==> src/hw/rtl/pdc_pkg.sv <==
// pdc_pkg: types, register indexes, reset tints and the tint arithmetic
// for the pixel difference colorizer. No dependencies.
package pdc_pkg;

    localparam int ChanWidth  = 8;
    localparam int ColorWidth = 3 * ChanWidth;
    localparam int SumWidth   = ChanWidth + 2;
    localparam int CfgIdxWidth = 2;

    typedef logic [ChanWidth-1:0]   t_chan;
    typedef logic [ColorWidth-1:0]  t_color;
    typedef logic [CfgIdxWidth-1:0] t_cfg_idx;

    typedef enum logic [1:0] {
        CLS_BOTH   = 2'd0,
        CLS_A_ONLY = 2'd1,
        CLS_B_ONLY = 2'd2
    } t_class;

    localparam t_cfg_idx CFG_COLOR_A_ONLY = 2'd0;
    localparam t_cfg_idx CFG_COLOR_B_ONLY = 2'd1;
    localparam t_cfg_idx CFG_COLOR_BOTH   = 2'd2;

    localparam t_color RST_COLOR_A_ONLY = 24'hFF0000;
    localparam t_color RST_COLOR_B_ONLY = 24'h00FF00;
    localparam t_color RST_COLOR_BOTH   = 24'hDCDCDC;

    // 255 - ceil((255 - tint) * dark / 255).
    // x / 255 for x < 255*257 is (x + 1 + (x >> 8)) >> 8, adds only.
    function automatic t_chan tint_channel(input t_chan tint, input t_chan dark);
        logic [15:0] prod;
        logic [16:0] x;
        logic [17:0] y;
        t_chan       up;
        prod = 16'(8'hFF - tint) * 16'(dark);
        x    = 17'(prod) + 17'd254;
        y    = 18'(x) + 18'd1 + 18'(x >> 8);
        up   = y[15:8];
        return 8'hFF - up;
    endfunction

endpackage

==> src/hw/rtl/pixel_diff_colorize.sv <==
// Pixel difference colorizer: one input register, one result register,
// classification and tint arithmetic in between. Uses pdc_pkg.
//
// One pixel pair per clock: o_busy stays low, so i_start may be high in
// every cycle. Each accepted word gives one result word on o_valid once it
// has passed the input register and then the result register; the receiver
// cannot stall, so results must be taken when o_valid is high. Tint
// registers are written through the cfg channel, which is always ready;
// write them only while no pixel is in flight. Index 3 is ignored.
module pixel_diff_colorize (
    input  logic                  i_clk,
    input  logic                  i_rst_n,
    input  logic                  i_start,
    output logic                  o_busy,
    input  logic [7:0]            i_a_red,
    input  logic [7:0]            i_a_green,
    input  logic [7:0]            i_a_blue,
    input  logic [7:0]            i_b_red,
    input  logic [7:0]            i_b_green,
    input  logic [7:0]            i_b_blue,
    output logic                  o_valid,
    output logic [7:0]            o_out_red,
    output logic [7:0]            o_out_green,
    output logic [7:0]            o_out_blue,
    output logic [1:0]            o_pixel_class,
    input  logic                  i_cfg_valid,
    output logic                  o_cfg_ready,
    input  pdc_pkg::t_cfg_idx     i_cfg_index,
    input  pdc_pkg::t_color       i_cfg_data
);
    import pdc_pkg::*;

    t_color r_color_a_only;
    t_color r_color_b_only;
    t_color r_color_both;

    logic  r_in_vld;
    t_chan r_ar, r_ag, r_ab, r_br, r_bg, r_bb;

    logic   r_out_vld;
    t_chan  r_out_red, r_out_green, r_out_blue;
    t_class r_class;

    logic [SumWidth-1:0] sum_a, sum_b;
    t_class n_class;
    t_color tint;
    t_chan  dark;

    assign o_busy      = 1'b0;
    assign o_cfg_ready = 1'b1;

    // tint registers
    always_ff @(posedge i_clk) begin
        if (!i_rst_n) begin
            r_color_a_only <= RST_COLOR_A_ONLY;
            r_color_b_only <= RST_COLOR_B_ONLY;
            r_color_both   <= RST_COLOR_BOTH;
        end else if (i_cfg_valid && o_cfg_ready) begin
            unique case (i_cfg_index)
                CFG_COLOR_A_ONLY: r_color_a_only <= i_cfg_data;
                CFG_COLOR_B_ONLY: r_color_b_only <= i_cfg_data;
                CFG_COLOR_BOTH:   r_color_both   <= i_cfg_data;
                default: ;
            endcase
        end
    end

    // input register
    always_ff @(posedge i_clk) begin
        if (!i_rst_n) begin
            r_in_vld <= 1'b0;
        end else begin
            r_in_vld <= i_start && !o_busy;
        end
    end

    always_ff @(posedge i_clk) begin
        if (i_start && !o_busy) begin
            r_ar <= i_a_red;
            r_ag <= i_a_green;
            r_ab <= i_a_blue;
            r_br <= i_b_red;
            r_bg <= i_b_green;
            r_bb <= i_b_blue;
        end
    end

    // classify and pick tint and source darkness
    always_comb begin
        sum_a = SumWidth'(r_ar) + SumWidth'(r_ag) + SumWidth'(r_ab);
        sum_b = SumWidth'(r_br) + SumWidth'(r_bg) + SumWidth'(r_bb);
        if (sum_a == sum_b) begin
            n_class = CLS_BOTH;
            tint    = r_color_both;
            dark    = 8'hFF - (r_br | r_bg | r_bb);
        end else if (sum_a < sum_b) begin
            n_class = CLS_A_ONLY;
            tint    = r_color_a_only;
            dark    = 8'hFF - (r_ar | r_ag | r_ab);
        end else begin
            n_class = CLS_B_ONLY;
            tint    = r_color_b_only;
            dark    = 8'hFF - (r_br | r_bg | r_bb);
        end
    end

    // result register
    always_ff @(posedge i_clk) begin
        if (!i_rst_n) begin
            r_out_vld <= 1'b0;
        end else begin
            r_out_vld <= r_in_vld;
        end
    end

    always_ff @(posedge i_clk) begin
        if (r_in_vld) begin
            r_out_red   <= tint_channel(tint[23:16], dark);
            r_out_green <= tint_channel(tint[15:8], dark);
            r_out_blue  <= tint_channel(tint[7:0], dark);
            r_class     <= n_class;
        end
    end

    assign o_valid       = r_out_vld;
    assign o_out_red     = r_out_red;
    assign o_out_green   = r_out_green;
    assign o_out_blue    = r_out_blue;
    assign o_pixel_class = r_class;

`ifndef SYNTHESIS
    a_result_follows_start: assert property (@(posedge i_clk) disable iff (!i_rst_n)
        o_valid |-> $past(i_start, 2))
        else $error("result word without a start two cycles earlier");

    a_start_gives_result: assert property (@(posedge i_clk) disable iff (!i_rst_n)
        (i_start && !o_busy) |=> ##1 o_valid)
        else $error("accepted word produced no result");

    a_class_legal: assert property (@(posedge i_clk) disable iff (!i_rst_n)
        o_valid |-> (o_pixel_class != 2'd3))
        else $error("class code 3 on output");
`endif

endmodule

==> config.mk <==
export PLATFORM = sky130hd
export DESIGN_NAME = pixel_diff_colorize
export DESIGN_NICKNAME = d
export VERILOG_FILES = /design/src/hw/rtl/pdc_pkg.sv /design/src/hw/rtl/pixel_diff_colorize.sv
export SDC_FILE = /design/constraint.sdc
export NUM_CORES = 1
export LEC_CHECK = 0
export BUFFER_PORTS_ARGS = -buffer_cell sky130_fd_sc_hd__buf_4
export CAP_MARGIN = 20
export CORE_MARGIN = 2
export CORE_UTILIZATION = 36
export DETAILED_ROUTE_END_ITERATION = 7
export GPL_TIMING_DRIVEN = 0
export HOLD_SLACK_MARGIN = 0.12
export PLACE_DENSITY = 0.53
export SETUP_SLACK_MARGIN = 0.1
export SYNTH_ARGS = -nofsm -noshare
export SYNTH_HDL_FRONTEND = slang
export SYNTH_SLANG_ARGS = --single-unit
==> constraint.sdc <==
create_clock -name i_clk -period 10.9 [get_ports i_clk]
set_input_delay 1.09 -clock i_clk [delete_from_list [all_inputs] [get_ports i_clk]]
set_output_delay 1.09 -clock i_clk [all_outputs]
set_load 0.05 [all_outputs]
==> flow_summary_export.csv <==
group,metric,value,unit
sta,setup_viol,0,
logic_synthesis,ys_seq_elements,148,
global_routing,grt_pass1_vias,12900,
drt,wl_per_cell,16.22,µm
clocking,cts_tree,"done",
layout,drive_above_1_share,22.42,%
clocking,clockBufferDepth,2,
logic_synthesis,synth_area,15520,µm²
logic_synthesis,synth_top_family_by_area,"adder cells",
floorplanning,io_pins,107,
layout,antenna_cells,0,
layout,fin_nets,2376,
logic_synthesis,synth_top_area_share,16.64,%
logic_synthesis,synth-xor-area-share,6.007,%
worst_hold_path,min_to,"r_color_a_only[14]",
logic_synthesis,synth_compound_gate_area_share,12.62,%
global_routing,grt_overflow_total,0,
logic_synthesis,netlist_top_cells_count,"246 x inv_1, 236 x nand2_1, 202 x nor2_1, 175 x ha_1, 129 x fa_1",
clocking,cts_hold_buf,0,
sta,clock_skew,10.84,ps
worst_setup_path,startpoint_type,"flip-flop",
placed_design,port_buffers,103,
floorplanning,die_h,211.6,µm
worst_setup_path,cpPeakStageDelay,590,ps
sta,final-max-slew-violation-count,0,
floorplanning,die_w,211.6,µm
clocking,clock-sinks,148,
outcome,status,"completed",
worst_hold_path,hold_start,"r_color_a_only[14]",
worst_hold_path,holdPathStages,2,
global_routing,groute.usage.overall,18.96,%
drt,post-route-drc-count,0,
global_routing,grt_use_met2,31.67,%
logic_synthesis,muxShareOfSynthArea,0.5886,%
logic_synthesis,ys.warnings.count,0,
logic_synthesis,yosys.area.top_type,"fa_1",
drt,vias_per_cell,5.027,
logic_synthesis,synth-edff-count,74,
worst_setup_path,r2r_slack,500,ps
floorplanning,rows,76,
logic_synthesis,avgSynthCellArea,8.762,µm²
sta,finalSetupTns,0,ps
job,cap_violations,0,
placed_design,dp_cells,2420,
sta,layout_setup_ws,500.6,ps
clocking,clk_pin_slew,70,ps
drt,wl,41410,µm
clocking,cts_buffers,17,
layout,nFillCells,4155,
worst_setup_path,r2r_end,"o_out_blue[4]",
drt,drt_pre_antenna_iters,6,
worst_setup_path,cp-end-kind,"flip-flop",
layout,register_area,3705,µm²
logic_synthesis,synthArstFlopShare,0,%
worst_setup_path,cp_data_arrival_time,10580,ps
worst_hold_path,hold_class,"reg -> reg",
sta,slew_headroom,28.55,%
layout,multi_input_area,11710,µm²
placed_design,gp_congestion,0.8284,
worst_setup_path,crit_buf_inv,17,
drt,route.vias.total,12830,
sta,rsz0062_at_grt,"no",
drt,first_iter_violations,727,
sta,fin_crit,10400,ps
global_routing,grt_pass1_wl,66430,µm
worst_setup_path,critPathKind,"reg -> reg",
worst_setup_path,cpLargestDelayFamily,"adder cells",
clocking,root_buffer,"clkbuf_16",
global_routing,grtUsageMet3,2.047,%
sta,worst_slew_pin_slew,1065,ps
global_routing,top_usage_layer,"met2",
logic_synthesis,synth_fp_nets,2153,
floorplanning,start_util,36.26,%
logic_synthesis,synthFlopType,"edfxtp_1",
placed_design,hpwlAfterDp,31000,µm
worst_setup_path,slowest_stage,"fa_1",
drt,drtAntennaViolNets,0,
logic_synthesis,yosysSeqAreaShare,23.87,%
logic_synthesis,yosysMostFrequentCell,"inv_1",
sta,fin_crit_sh,95.41,%
logic_synthesis,synth_area_leaders,"fa_1 17%, edfxtp_1 14%, ha_1 14%",
logic_synthesis,postSynthCellCount,1771,
global_routing,grt_util_met1,25.45,%
layout,area_growth,26.38,%
sta,finalHoldViolCount,0,
worst_setup_path,worstPathMaxFanout,6,
global_routing,antenna_found_initial,0,
global_routing,grt_max_degree,50,
clocking,htree_levels,4,
placed_design,pre_cts_slack,-2370,ps
clocking,clk_latency,460,ps
layout,stdcell_count,2553,
floorplanning,core,42790,µm²
sta,fmax,96.16,MHz
logic_synthesis,ys_types,83,
logic_synthesis,synthSimpleGateAreaFrac,18.67,%
floorplanning,die_area,44780,µm²
logic_synthesis,synthAdderAreaFrac,30.82,%
worst_setup_path,worst_ep_required_time,11080,ps
worst_setup_path,regToRegStartpoint,"r_bg[1]",
worst_setup_path,reg2reg_depth,50,
area by class of cell:
type / instances / area share, %
timing repair buffer: 205 / 8.416
multi-input combinational: 1321 / 59.70
inverter: 246 / 4.709
tap: 546 / 3.484
buffer: 55 / 2.067
sequential: 148 / 18.89
clock buffer: 18 / 2.188
clock inverter: 14 / 0.5423
cell usage in the layout (no fill, tap or decap), types with 8 or more instances in the layout:
cell and instances:
and3_1 10, clkbuf_1 25, o21ai_2 10, nand3_1 48
o21ai_0 24, a21o_1 13, a21oi_1 33, xor2_1 25
nor2_1 195, xnor2_2 11, dfxtp_1 73, a21boi_0 42
inv_1 240, nor2b_1 8, o21a_1 14, nand2b_1 41
o31a_1 8, edfxtp_1 74, mux2i_1 8, ha_1 157
a31oi_4 12, buf_4 201, or2_2 8, nor3_1 13
buf_12 8, xnor2_1 48, clkbuf_16 18, nand2_1 236
o21ai_1 8, fa_1 122, a21oi_2 16, ha_4 12
stage by stage:
stage	hold slack (ps)	instance area [µm²]	utilization, %
global placement	449.3	16970	39.67
global route	486.6	19610	45.83
finish	463.7	19610	45.83
CTS	467.0	18850	44.05
detailed placement	455.6	16980	39.67
floorplan	440.1	15520	-
worst max-delay path by stage:
stage          startpoint             end  cells past startpoint
2_1_floorplan     r_bg[1]  o_out_green[5]                     50
3_3_place_gp      r_bg[1]  o_out_green[4]                     49
3_5_place_dp      r_bg[1]  o_out_green[7]                     51
4_1_cts           r_bg[1]  o_out_green[7]                     51
5_1_grt           r_bg[1]    o_out_red[3]                     51
6_report          r_bg[1]   o_out_blue[4]                     50
layer usage:
layer  up-vias  wire length (µm)
met1      6219             19140
met4         0               917
met5         -                 0
met2       265             19850
met3        48              1499
li1       6302                 -
state kept, by name, indices dropped and copies added (netlist names):
name,count
o_out_green,8
r_in_vld,1
r_ab,8
r_ag,8
r_ar,8
o_pixel_class,2
r_color_a_only,24
r_color_both,24
r_br,8
r_bg,8
r_color_b_only,24
r_bb,8
o_out_red,8
o_out_blue,8
o_valid,1
logic make-up (layout without fill, tap and decap cells):
logic type | Yosys count | after routing
simple gates | 633 | 633
fa+ha+maj | 305 | 305
buf+inv | 302 | 538
xor+xnor | 96 | 96
other cells | 2 | 2
mux | 9 | 9
compound gates | 276 | 276
flops | 148 | 148
tightest hold or removal path, stage by stage, from the launching register on:
cell and delay (ps):
dfxtp_1 310, nand2_1 50, a21boi_0 60
timing repair:
action                     CTS  global route
resized for setup          163           118
pin swaps                   32            75
setup buffers               68            34
cloned                       0             0
setup endpoints to repair   24            24
Power is left out: the tool's default activity adds up to more than one toggle a clock period on the data nets, which glitch-free logic cannot reach.
